===== src/sv/spq_pkg.sv =====
package spq_pkg;

    // Field widths fixed by the stream format
    localparam int PRIO_FIELD_W = 8;
    localparam int DATA_FIELD_W = 32;
    localparam int OCC_FIELD_W  = 5;
    localparam int IN_TDATA_W   = 40;
    localparam int OUT_TDATA_W  = 48;
    localparam int OUT_TUSER_W  = 2;

    // Default sizing
    localparam int SLOTS_DEF         = 16;
    localparam int PRIORITY_BITS_DEF = 8;
    localparam int PAYLOAD_BITS_DEF  = 32;

    // Request kind carried on the input tuser
    localparam logic ACT_INSERT = 1'b0;
    localparam logic ACT_REMOVE = 1'b1;

    typedef enum logic [1:0] {
        STAT_INSERTED = 2'd0,
        STAT_FULL     = 2'd1,
        STAT_REMOVED  = 2'd2,
        STAT_EMPTY    = 2'd3
    } t_status;

    typedef enum logic [1:0] {
        ST_IDLE,
        ST_SCAN,
        ST_PUBLISH
    } t_state;

    // Token that walks the cell chain
    typedef struct packed {
        logic active;  // token present at this link
        logic remove;  // request is a remove
        logic hit;     // a cell has taken the insert / offers the current minimum
    } t_scan;

endpackage


===== src/sv/spq_cell.sv =====
module spq_cell #(
    parameter int PRIO_W = spq_pkg::PRIORITY_BITS_DEF,
    parameter int DATA_W = spq_pkg::PAYLOAD_BITS_DEF,
    parameter int IDX_W  = 4,
    parameter int IDX    = 0
) (
    input  logic                  i_clk,
    input  logic                  i_rst_n,
    input  spq_pkg::t_scan        i_scan,
    input  logic [PRIO_W-1:0]     i_prio,
    input  logic [DATA_W-1:0]     i_data,
    input  logic [IDX_W-1:0]      i_idx,
    input  logic                  i_clr_en,
    input  logic [IDX_W-1:0]      i_clr_idx,
    output spq_pkg::t_scan        o_scan,
    output logic [PRIO_W-1:0]     o_prio,
    output logic [DATA_W-1:0]     o_data,
    output logic [IDX_W-1:0]      o_idx
);

    logic                r_valid;
    logic [PRIO_W-1:0]   r_prio;
    logic [DATA_W-1:0]   r_data;
    spq_pkg::t_scan      r_scan;
    logic [PRIO_W-1:0]   r_co_prio;
    logic [DATA_W-1:0]   r_co_data;
    logic [IDX_W-1:0]    r_co_idx;

    logic                n_valid;
    logic                n_write;
    spq_pkg::t_scan      n_scan;
    logic [PRIO_W-1:0]   n_co_prio;
    logic [DATA_W-1:0]   n_co_data;
    logic [IDX_W-1:0]    n_co_idx;

    always_comb begin
        n_valid   = r_valid;
        n_write   = 1'b0;
        n_scan    = i_scan;
        n_co_prio = i_prio;
        n_co_data = i_data;
        n_co_idx  = i_idx;
        if (i_clr_en && (i_clr_idx == IDX_W'(IDX))) begin
            n_valid = 1'b0;
        end
        if (i_scan.active) begin
            if (!i_scan.remove) begin
                // first free cell on the path claims the entry
                if (!i_scan.hit && !r_valid) begin
                    n_valid    = 1'b1;
                    n_write    = 1'b1;
                    n_scan.hit = 1'b1;
                end
            end else if (r_valid && (!i_scan.hit || (r_prio < i_prio))) begin
                // strictly smaller wins, so ties stay with the lower cell
                n_scan.hit = 1'b1;
                n_co_prio  = r_prio;
                n_co_data  = r_data;
                n_co_idx   = IDX_W'(IDX);
            end
        end
    end

    always_ff @(posedge i_clk) begin
        if (!i_rst_n) begin
            r_valid <= 1'b0;
            r_scan  <= '0;
        end else begin
            r_valid <= n_valid;
            r_scan  <= n_scan;
        end
        if (n_write) begin
            r_prio <= i_prio;
            r_data <= i_data;
        end
        r_co_prio <= n_co_prio;
        r_co_data <= n_co_data;
        r_co_idx  <= n_co_idx;
    end

    assign o_scan = r_scan;
    assign o_prio = r_co_prio;
    assign o_data = r_co_data;
    assign o_idx  = r_co_idx;

endmodule


===== src/sv/slot_priority_queue_core.sv =====
// A request enters the launch token, walks the cell chain one cell per cycle, is captured
// at the chain end, then loads the output register; only then is a new request accepted.
// A result held in the output register does not block acceptance of the next request;
// that request's result waits in the publish state until the register drains.
// Reset: synchronous, active low; all slots empty, count zero, both sides idle.
module slot_priority_queue_core #(
    parameter int SLOTS         = spq_pkg::SLOTS_DEF,
    parameter int PRIORITY_BITS = spq_pkg::PRIORITY_BITS_DEF,
    parameter int PAYLOAD_BITS  = spq_pkg::PAYLOAD_BITS_DEF
) (
    input  logic                             i_clk,
    input  logic                             i_rst_n,
    input  logic                             i_s_tvalid,
    output logic                             o_s_tready,
    input  logic [spq_pkg::IN_TDATA_W-1:0]   i_s_tdata,  // priority_req[7:0], payload[39:8]
    input  logic [0:0]                       i_s_tuser,  // action[0]
    output logic                             o_m_tvalid,
    input  logic                             i_m_tready,
    output logic [spq_pkg::OUT_TDATA_W-1:0]  o_m_tdata,  // out_priority[7:0], out_payload[39:8],
                                                         // occupancy[44:40], zero[47:45]
    output logic [spq_pkg::OUT_TUSER_W-1:0]  o_m_tuser   // status[1:0]
);

    // Stored widths: the fields are cut to the configured widths
    localparam int PW    = (PRIORITY_BITS < spq_pkg::PRIO_FIELD_W) ?
                           PRIORITY_BITS : spq_pkg::PRIO_FIELD_W;
    localparam int DW    = (PAYLOAD_BITS < spq_pkg::DATA_FIELD_W) ?
                           PAYLOAD_BITS : spq_pkg::DATA_FIELD_W;
    localparam int IDX_W = $clog2(SLOTS);
    localparam int CNT_W = $clog2(SLOTS + 1);

    // ------------------------------------------------------------------
    // Control state
    // ------------------------------------------------------------------
    spq_pkg::t_state     r_state;
    spq_pkg::t_state     n_state;

    // Token launched into cell 0
    spq_pkg::t_scan      r_ci_scan;
    logic [PW-1:0]       r_ci_prio;
    logic [DW-1:0]       r_ci_data;

    // Token captured at the chain end
    logic                r_res_remove;
    logic                r_res_hit;
    logic [PW-1:0]       r_res_prio;
    logic [DW-1:0]       r_res_data;
    logic [IDX_W-1:0]    r_res_idx;

    logic [CNT_W-1:0]    r_count;
    logic [CNT_W-1:0]    n_count;

    // Output register
    logic                                r_m_tvalid;
    logic [spq_pkg::OUT_TDATA_W-1:0]     r_m_tdata;
    logic [spq_pkg::OUT_TUSER_W-1:0]     r_m_tuser;

    logic                s_accept;
    logic                s_load;
    logic                s_clr_en;
    spq_pkg::t_status    s_status;
    logic [spq_pkg::PRIO_FIELD_W-1:0] s_out_prio;
    logic [spq_pkg::DATA_FIELD_W-1:0] s_out_data;
    logic [63:0]         s_occ_wide;

    // ------------------------------------------------------------------
    // Cell chain: link k feeds cell k, cell k drives link k+1
    // ------------------------------------------------------------------
    spq_pkg::t_scan      w_scan [SLOTS+1];
    logic [PW-1:0]       w_prio [SLOTS+1];
    logic [DW-1:0]       w_data [SLOTS+1];
    logic [IDX_W-1:0]    w_idx  [SLOTS+1];

    assign w_scan[0] = r_ci_scan;
    assign w_prio[0] = r_ci_prio;
    assign w_data[0] = r_ci_data;
    assign w_idx[0]  = '0;

    for (genvar g = 0; g < SLOTS; g++) begin : g_cell
        spq_cell #(
            .PRIO_W (PW),
            .DATA_W (DW),
            .IDX_W  (IDX_W),
            .IDX    (g)
        ) u_cell (
            .i_clk     (i_clk),
            .i_rst_n   (i_rst_n),
            .i_scan    (w_scan[g]),
            .i_prio    (w_prio[g]),
            .i_data    (w_data[g]),
            .i_idx     (w_idx[g]),
            .i_clr_en  (s_clr_en),
            .i_clr_idx (r_res_idx),
            .o_scan    (w_scan[g+1]),
            .o_prio    (w_prio[g+1]),
            .o_data    (w_data[g+1]),
            .o_idx     (w_idx[g+1])
        );
    end

    // ------------------------------------------------------------------
    // Handshake and FSM
    // ------------------------------------------------------------------
    assign o_s_tready = (r_state == spq_pkg::ST_IDLE);
    assign s_accept   = i_s_tvalid && o_s_tready;
    // publish once the output register is free or being drained
    assign s_load     = (r_state == spq_pkg::ST_PUBLISH) && (!r_m_tvalid || i_m_tready);
    // free the winning slot of a remove as the result is published
    assign s_clr_en   = s_load && r_res_remove && r_res_hit;

    always_comb begin
        n_state = r_state;
        n_count = r_count;
        case (r_state)
            spq_pkg::ST_IDLE: begin
                if (s_accept) begin
                    n_state = spq_pkg::ST_SCAN;
                end
            end
            spq_pkg::ST_SCAN: begin
                // wait for the token to fall off the last cell
                if (w_scan[SLOTS].active) begin
                    n_state = spq_pkg::ST_PUBLISH;
                end
            end
            spq_pkg::ST_PUBLISH: begin
                if (s_load) begin
                    n_state = spq_pkg::ST_IDLE;
                    if (r_res_hit) begin
                        n_count = r_res_remove ? (r_count - CNT_W'(1)) : (r_count + CNT_W'(1));
                    end
                end
            end
            default: begin
                n_state = spq_pkg::ST_IDLE;
            end
        endcase
    end

    always_ff @(posedge i_clk) begin
        if (!i_rst_n) begin
            r_state <= spq_pkg::ST_IDLE;
            r_count <= '0;
        end else begin
            r_state <= n_state;
            r_count <= n_count;
        end
    end

    // Launch the token for one cycle on acceptance
    always_ff @(posedge i_clk) begin
        if (!i_rst_n) begin
            r_ci_scan <= '0;
        end else begin
            r_ci_scan.active <= s_accept;
            r_ci_scan.remove <= (i_s_tuser[0] == spq_pkg::ACT_REMOVE);
            r_ci_scan.hit    <= 1'b0;
        end
        if (s_accept) begin
            r_ci_prio <= i_s_tdata[PW-1:0];
            r_ci_data <= i_s_tdata[spq_pkg::PRIO_FIELD_W +: DW];
        end
    end

    // Capture the scan outcome at the chain end
    always_ff @(posedge i_clk) begin
        if ((r_state == spq_pkg::ST_SCAN) && w_scan[SLOTS].active) begin
            r_res_remove <= w_scan[SLOTS].remove;
            r_res_hit    <= w_scan[SLOTS].hit;
            r_res_prio   <= w_prio[SLOTS];
            r_res_data   <= w_data[SLOTS];
            r_res_idx    <= w_idx[SLOTS];
        end
    end

    // ------------------------------------------------------------------
    // Result formatting
    // ------------------------------------------------------------------
    always_comb begin
        if (r_res_remove) begin
            s_status = r_res_hit ? spq_pkg::STAT_REMOVED : spq_pkg::STAT_EMPTY;
        end else begin
            s_status = r_res_hit ? spq_pkg::STAT_INSERTED : spq_pkg::STAT_FULL;
        end
        // drop priority and payload unless an entry actually left the queue
        s_out_prio = '0;
        s_out_data = '0;
        if (r_res_remove && r_res_hit) begin
            s_out_prio[PW-1:0] = r_res_prio;
            s_out_data[DW-1:0] = r_res_data;
        end
        s_occ_wide = 64'(n_count);
    end

    always_ff @(posedge i_clk) begin
        if (!i_rst_n) begin
            r_m_tvalid <= 1'b0;
        end else if (s_load) begin
            r_m_tvalid <= 1'b1;
        end else if (i_m_tready) begin
            r_m_tvalid <= 1'b0;
        end
        if (s_load) begin
            r_m_tdata <= {3'b000, s_occ_wide[spq_pkg::OCC_FIELD_W-1:0], s_out_data, s_out_prio};
            r_m_tuser <= s_status;
        end
    end

    assign o_m_tvalid = r_m_tvalid;
    assign o_m_tdata  = r_m_tdata;
    assign o_m_tuser  = r_m_tuser;

`ifndef SYNTHESIS
    a_count_bound: assert property (@(posedge i_clk) disable iff (!i_rst_n)
        r_count <= CNT_W'(SLOTS))
        else $error("slot count exceeds capacity");

    a_full_only_when_full: assert property (@(posedge i_clk) disable iff (!i_rst_n)
        (s_load && !r_res_remove && !r_res_hit) |-> (r_count == CNT_W'(SLOTS)))
        else $error("insert refused while a slot is free");

    a_empty_only_when_empty: assert property (@(posedge i_clk) disable iff (!i_rst_n)
        (s_load && r_res_remove && !r_res_hit) |-> (r_count == '0))
        else $error("remove reported empty while entries are held");

    a_no_stray_token: assert property (@(posedge i_clk) disable iff (!i_rst_n)
        (r_state == spq_pkg::ST_IDLE) |-> !w_scan[SLOTS].active)
        else $error("scan token reached chain end while idle");
`endif

endmodule

===== config.mk =====
export PLATFORM = sky130hd
export DESIGN_NAME = slot_priority_queue_core
export DESIGN_NICKNAME = d
export VERILOG_FILES = /design/src/sv/spq_pkg.sv /design/src/sv/spq_cell.sv /design/src/sv/slot_priority_queue_core.sv
export SDC_FILE = /design/constraint.sdc
export NUM_CORES = 1
export LEC_CHECK = 0
export BUFFER_PORTS_ARGS = -buffer_cell sky130_fd_sc_hd__buf_2
export CAP_MARGIN = 20
export CORE_UTILIZATION = 35
export DETAILED_ROUTE_END_ITERATION = 16
export MAX_ROUTING_LAYER = met4
export PLACE_DENSITY = 0.49
export SETUP_SLACK_MARGIN = 0.3
export SLEW_MARGIN = 10
export SYNTH_ARGS = -nofsm -noshare
export SYNTH_HDL_FRONTEND = slang
export SYNTH_SLANG_ARGS = --single-unit

===== constraint.sdc =====
create_clock -name i_clk -period 5.4 [get_ports i_clk]
set_clock_uncertainty 0.1 [all_clocks]
set_input_delay 0.54 -clock i_clk [delete_from_list [all_inputs] [get_ports i_clk]]
set_output_delay 0.54 -clock i_clk [all_outputs]
set_load 0.05 [all_outputs]

# [Word level (Yosys, flattened, before mapping)]
# Cells that the tools add are included.
[totals] register_bits=1548 latch_bits=0 ramBits=0 mem_bits_ro=0 inputBits=45 out_inout_bits=52 wordCells=634 memories=0
[classes] addsub=2 mul=0 div=0 n_lt_le_gt_ge=16 eq_ne=20 shifts=0 mux=328 bitwise=0 n_reduce_logical=109
[op_table] op="two-way mux 32 bit" count=48
[op_table] op="two-way mux 8 bit" count=48
[op_table] op="two-way mux 1 bit" count=181
[op_table] op="two-way mux 4 bit" count=42
[op_table] op="less-than comparator 8 bit" count=16
[op_table] op="logical AND 1 bit" count=54
[op_table] op="logical NOT 1 bit" count=33
[op_table] op="equality test 4 bit (second input constant)" count=8
[op_table] op="two-way mux 5 bit" count=4
[op_table] op="logical OR 1 bit" count=17
[op_table] op="equality test 4 x 3 -> 1 bit (second input constant)" count=4
[op_table] op="equality test 4 x 2 -> 1 bit (second input constant)" count=2
[op_table] op="two-way mux 2 bit" count=4
[op_table] op="one-hot mux 2 bit (3 select lines)" count=1
[op_table] op="adder 5 x 1 -> 5 bit (second input constant)" count=1
[op_table] op="subtractor 5 x 1 -> 5 bit (second input constant)" count=1
[op_table] op="equality test 4 x 1 -> 1 bit (second input constant)" count=1
[op_table] op="logical NOT 4 bit" count=1
[op_table] op="!= test 2 x 1 -> 1 bit (second input constant)" count=2
[op_table] op="AND reduction 3 bit" count=1
[op_table] op="equality test 2 x 1 -> 1 bit (second input constant)" count=1
[op_table] op="equality test 2 bit (second input constant)" count=1
[op_table] op="logical NOT 2 bit" count=1
[op_table] op="!= test 2 bit (second input constant)" count=1
[op_table] op="2 further kinds" count=2

# [Logic depth before layout (Yosys ltp)]
[depth] ltp_word=10 depth_mapped=9

# [Modules after synthesis]
# Synthesis repeated with hierarchy kept, for this count alone.
[unflattened] hier_cells=5381 hier_area_um2=66657.7
[modules_own_cells] mod="spq_cell at g_cell[5].u_cell ..." instances=3 cells_each=321 area_per_inst_um2=3882.5 seq_area_each_um2=2162.1
[modules_own_cells] mod="spq_cell at g_cell[13].u_cell ..." instances=3 cells_each=321 area_per_inst_um2=3819.9 seq_area_each_um2=2162.1
[modules_own_cells] mod="spq_cell at g_cell[1].u_cell ..." instances=2 cells_each=321 area_per_inst_um2=3868.7 seq_area_each_um2=2162.1
[modules_own_cells] mod="spq_cell at g_cell[4].u_cell ..." instances=2 cells_each=321 area_per_inst_um2=3866.2 seq_area_each_um2=2162.1
[modules_own_cells] mod="slot_priority_queue_core" instances=1 cells_each=245 area_per_inst_um2=4877.2 seq_area_each_um2=4194.0
[modules_own_cells] mod="spq_cell at g_cell[0].u_cell" instances=1 cells_each=321 area_per_inst_um2=3895.0 seq_area_each_um2=2162.1
[modules_own_cells] mod="spq_cell at g_cell[10].u_cell" instances=1 cells_each=321 area_per_inst_um2=3892.5 seq_area_each_um2=2162.1
[modules_own_cells] mod="spq_cell at g_cell[12].u_cell" instances=1 cells_each=321 area_per_inst_um2=3890.0 seq_area_each_um2=2162.1
[modules_own_cells] mod="spq_cell at g_cell[3].u_cell" instances=1 cells_each=321 area_per_inst_um2=3880.0 seq_area_each_um2=2162.1
[modules_own_cells] mod="spq_cell at g_cell[15].u_cell" instances=1 cells_each=321 area_per_inst_um2=3827.4 seq_area_each_um2=2162.1
[modules_own_cells] mod="spq_cell at g_cell[11].u_cell" instances=1 cells_each=321 area_per_inst_um2=3818.7 seq_area_each_um2=2162.1

# [Worst setup path after synthesis]
# OpenSTA, ideal clock, no wires.
[synth_path] kind="register to register" startpoint="register g_cell[1].u_cell.r_scan, in the netlist g_cell[1].u_cell.o_scan[0]" endpoint="register g_cell[2].u_cell.r_valid" arrival_ns=5.219 t_required_ns=5.209 path_slack_ns=-0.010 stages_incl_launch_ff=4 path_buffers=0 cell_sequence="dfxtp_1 -> nor4b_1 -> o21ai_0 -> a31oi_1"
[synth_between] elab_chain_len=5
[synth_rtl] item="start, declared" line="spq_cell.sv:24" source="spq_pkg::t_scan r_scan;"
[synth_rtl] item="start signal, assigned" line="spq_cell.sv:70" source="r_scan <= n_scan;"
[synth_rtl] item="logical NOT 1 bit" line="spq_cell.sv:49" source="if (!i_scan.hit && !r_valid) begin"
[synth_rtl] item="logical AND 1 bit" line="spq_cell.sv:49"
[synth_rtl] item="two-way mux 1 bit" line="spq_cell.sv:49"
[synth_rtl] item="two-way mux 1 bit" line="spq_cell.sv:47" source="if (!i_scan.remove) begin"
[synth_rtl] item="two-way mux 1 bit" line="spq_cell.sv:46" source="if (i_scan.active) begin"
[synth_rtl] item="end signal, assigned" line="spq_cell.sv:69" source="r_valid <= n_valid;"
[synth_rtl] item="end, declared" line="spq_cell.sv:21" source="logic r_valid;"
# No other way between the ends.
# A chain may end at the register's enable or synchronous reset.

# [Final worst setup path]
[layout_path] startpoint="register g_cell[2].u_cell.r_prio[5]" endpoint="register g_cell[2].u_cell.r_co_prio[7]"
[layout_between] elab_chain_len=6
[layout_rtl] item="start, declared" line="spq_cell.sv:22" source="logic [PRIO_W-1:0] r_prio;"
[layout_rtl] item="start signal, assigned" line="spq_cell.sv:73" source="r_prio <= i_prio;"
[layout_rtl] item="less-than comparator 8 bit" line="spq_cell.sv:54" source="end else if (r_valid && (!i_scan.hit || (r_prio < i_prio))) begin"
[layout_rtl] item="logical OR 1 bit" line="spq_cell.sv:54"
[layout_rtl] item="logical AND 1 bit" line="spq_cell.sv:54"
[layout_rtl] item="two-way mux 8 bit" line="spq_cell.sv:54"
[layout_rtl] item="two-way mux 8 bit" line="spq_cell.sv:47"
[layout_rtl] item="two-way mux 8 bit" line="spq_cell.sv:46"
[layout_rtl] item="named net g_cell[2].u_cell.n_co_prio[7]" line="spq_cell.sv:32" source="logic [PRIO_W-1:0] n_co_prio;"
[layout_rtl] item="end signal, assigned" line="spq_cell.sv:76" source="r_co_prio <= n_co_prio;"
[layout_rtl] item="end, declared" line="spq_cell.sv:25" source="logic [PRIO_W-1:0] r_co_prio;"
# The timed path passes the listed nets, and every way through them passes these cells.

==> results.md <==
- Fin Setup TNS: 0 ns
- Area grow syn2layout: 12.6%
- DRC errors left: 0
- Critical path class: reg2reg
- Seq/Total Area, Yosys: 60.6%
- Largest family of logic cells by synthesized area: compound AO/OA/AOI/OAI gates
- Die area: 183000 µm²
- Gate Count Post-Synth: ~5200
- Slew margin rel.: 30.2%
- I/O pin count: 97
- LEAKAGE: 25.9 nW
- Post-synth EDFFs: 773
- Core area: around 180000 µm²
- Critical path peak fanout: 41
- CTS Sinks: between 1500 and 2000
- GRT overflow: 0
- Synthesized area: approximately 64000 µm²
- Vias per cell: roughly 5.4
- Vias in the first global route: 40194
- Switch share: 22.6%
- Tightest Pin Transition: 1.05 ns
- Adder-cell area share of the yosys netlist: 2.18%
- Largest net degree at the start of global routing: 54
- CTS buffer count: 165
- Final antenna-violating net count: 0
- Final max-slew violation count: 0
- Outcome: finished clean
- Combinational power share: 4.1%
- First-pass GRT wire length: about 240000 µm
- Max_cap viols: 0
- Sw power: 5.72 mW
- Critical path launch point type: register
- Max VDD drop: 0.262 mV
- CTS tree: done
- Maximum root-to-sink buffer count: 3
- Pre-antenna DRT Iters: 5
- Final wirelength: approximately 150000 µm
- Critical Path End Type: register
- Clk slew on worst S/H paths: 0.06 ns
- Simple-gate portion of the synthesized area: approximately a tenth
- Fmax: 0.318 GHz
- Finish-stage setup viols: 0
- Die X: 428 µm
- Num rows: 156
- Clk root buf: clkbuf_16
- Complex-gate fraction of the synthesized area: 22.3%
- Share of cells above drive strength 1: 21.3%
- Final number of hold-violating endpoints: 0
- DRT iter0 DRCs: 3151
- Clk pwr share: 44.7%
- Reg power frac: about half
- Syn Area/Cell: 12.3 µm²
- Fin cells: between 7000 and 8000
- Antenna violations before repair: 5
- Initial core utilization: 35.2%
- DP Cell Count: 7258
- P_int: approximately 20 mW
- Synth unique cells: 52
- Main flop type after synthesis: edfxtp_1
- Async SR Flop Fraction: 0%
- Yosys reg bits: between 1500 and 2000
- GRT Total Usage: 16.9%
- Wirelength per Cell: 20.1 µm
- RSZ-0062 raised after global routing: no
- WP data arrival: about 3.7 ns
- # nets final: 5253
- Type of the most critical hold path: in2reg
- Vias after detailed routing: 40777
- Pwr/cell area: 353 nW/µm²
- Clock Latency Late Sink: 0.80 ns
- Req. time, crit path: 5.94 ns
- Post-synthesis mux area share: 0.758%
- Period utilization: between 50% and 60%
- Die height: 428 µm
- CTS HTree Levels: 4
- Detailed placer's ending HPWL: 89900 µm
- Port Buffers: 93
- Post-Synth XOR/XNOR Area: less than 1%
- Final GP Congestion: 0.739
- Tmin final: 3.14 ns
- Ys Warns: 0
-- cells in the mapped netlist (all sizes together), types with 28 or more instances --
master	n	area, µm²
nor2	47	176
inv	133	499
ha	109	1360
o21ai	30	150
and2	37	231
a21oi	45	236
o2111ai	615	5470
buf	116	1040
clkbuf	371	1390
o211ai	615	7310
and3	56	350
mux2	41	462
edfxtp	773	23200
dfxtp	763	15300
o21bai	28	297
nand2	1235	4640
-- final timing paths --
kind | start | to | slack (ns) | depth (start not counted)
min reg2reg | g_cell[15].u_cell.o_data[29] | r_res_data[29] | 0.30 | 0
max | g_cell[2].u_cell.r_prio[5] | g_cell[2].u_cell.o_prio[7] | 2.26 | 6
min | i_rst_n | r_count[4] | 0.21 | 4
max reg2reg | g_cell[2].u_cell.r_prio[5] | g_cell[2].u_cell.o_prio[7] | 2.26 | 6
-- kinds of logic after synthesis --
group / Yosys count
AO/OA/AOI/OAI: 1408
multiplexers: 43
other: 1
flip-flops: 1536
adder cells (fa/ha/maj): 110
XOR/XNOR: 18
buffers and inverters: 620
AND/OR/NAND/NOR: 1442
-- flip-flops by register name, summed over array words and instances (netlist names), 4 cells and up --
name and count:
g_cell.u_cell.o_data 512, g_cell.u_cell.r_data 512, g_cell.u_cell.o_prio 128, g_cell.u_cell.r_prio 128, g_cell.u_cell.o_idx 49, g_cell.u_cell.o_scan 48, o_m_tdata 45, r_ci_data 32
r_res_data 32, g_cell.u_cell.r_valid 16, r_ci_prio 8, r_res_prio 8, r_count 5, r_res_idx 4
-- worst max-delay path, stage by stage (launching register included) --
cell and delay [ns]:
edfxtp_1 0.41, ha_1 0.30, o21ai_1 0.08, nand2b_2 0.67
o211a_2 0.89, buf_4 0.38, o211ai_1 0.14
-- layout make-up --
class	count	area, µm²
fill	16986	109000
sequential	1536	38500
multi-input combinational	3024	22500
clock buffer	245	4730
tap	2370	2970
timing repair buffer	238	1660
clock inverter	66	703
inverter	133	499
antenna	3	7.51
-- per-layer routing --
| metal | global-route usage (%) | part of all wire (%) | vias to the layer above |
|---|---|---|---|
| met1 | 22.8 | 46 | 20435 |
| met4 | 4.68 | 2.2 | 0 |
| met2 | 26.4 | 48 | 623 |
| met5 | - | 0 | - |
| li1 | - | - | 19496 |
| met3 | 2.41 | 3.1 | 223 |
-- cells in the final DEF (no fill, tap or decap), types with 56 or more instances in the layout --
| cell type | n |
|---|---|
| clkbuf_16 | 169 |
| o211ai_1 | 76 |
| ha_1 | 109 |
| and3_1 | 56 |
| dfxtp_1 | 763 |
| o2111ai_1 | 600 |
| o211ai_2 | 539 |
| nand2_1 | 1231 |
| buf_2 | 93 |
| edfxtp_1 | 773 |
| buf_4 | 102 |
| inv_1 | 119 |
-- power groups by stage --
| stage | clock network, mW | registers, mW | logic, mW |
|---|---|---|---|
| after global placement | 0 | 13.2 | 1.01 |
| after global routing | 12.1 | 13.0 | 1.15 |
| final | 11.3 | 12.9 | 1.04 |
| after CTS | 11.6 | 12.9 | 1.04 |
| after detailed placement | 0 | 13.2 | 1.02 |
| after floorplan | 0 | 13.0 | 0.753 |
-- what timing repair did --
action / 4_1_cts / 5_1_grt
hold endpoints to repair: 44 / 0
endpoints found under the setup margin: 0 / 0
hold buffers: 43 / 0
setup buffers: 0 / 0
resized for setup: 0 / 0
-- per-stage QoR --
| stage | power [mW] | hold slack (ns) | utilization [%] | setup WS (ns) | area, µm² |
|---|---|---|---|---|---|
| 3_5_place_dp | 14.2 | 0.289 | 36.4 | 2.29 | 65700 |
| 2_1_floorplan | 13.8 | 0.286 | - | 1.85 | 63600 |
| 3_3_place_gp | 14.2 | 0.286 | 36.4 | 2.32 | 65700 |
| 5_1_grt | 26.2 | 0.227 | 39.6 | 2.09 | 71600 |
| 6_report | 25.2 | 0.209 | 39.6 | 2.26 | 71600 |
| 4_1_cts | 25.6 | 0.159 | 39.6 | 2.26 | 71500 |
No activity file was read; power rests on OpenSTA's default activity.
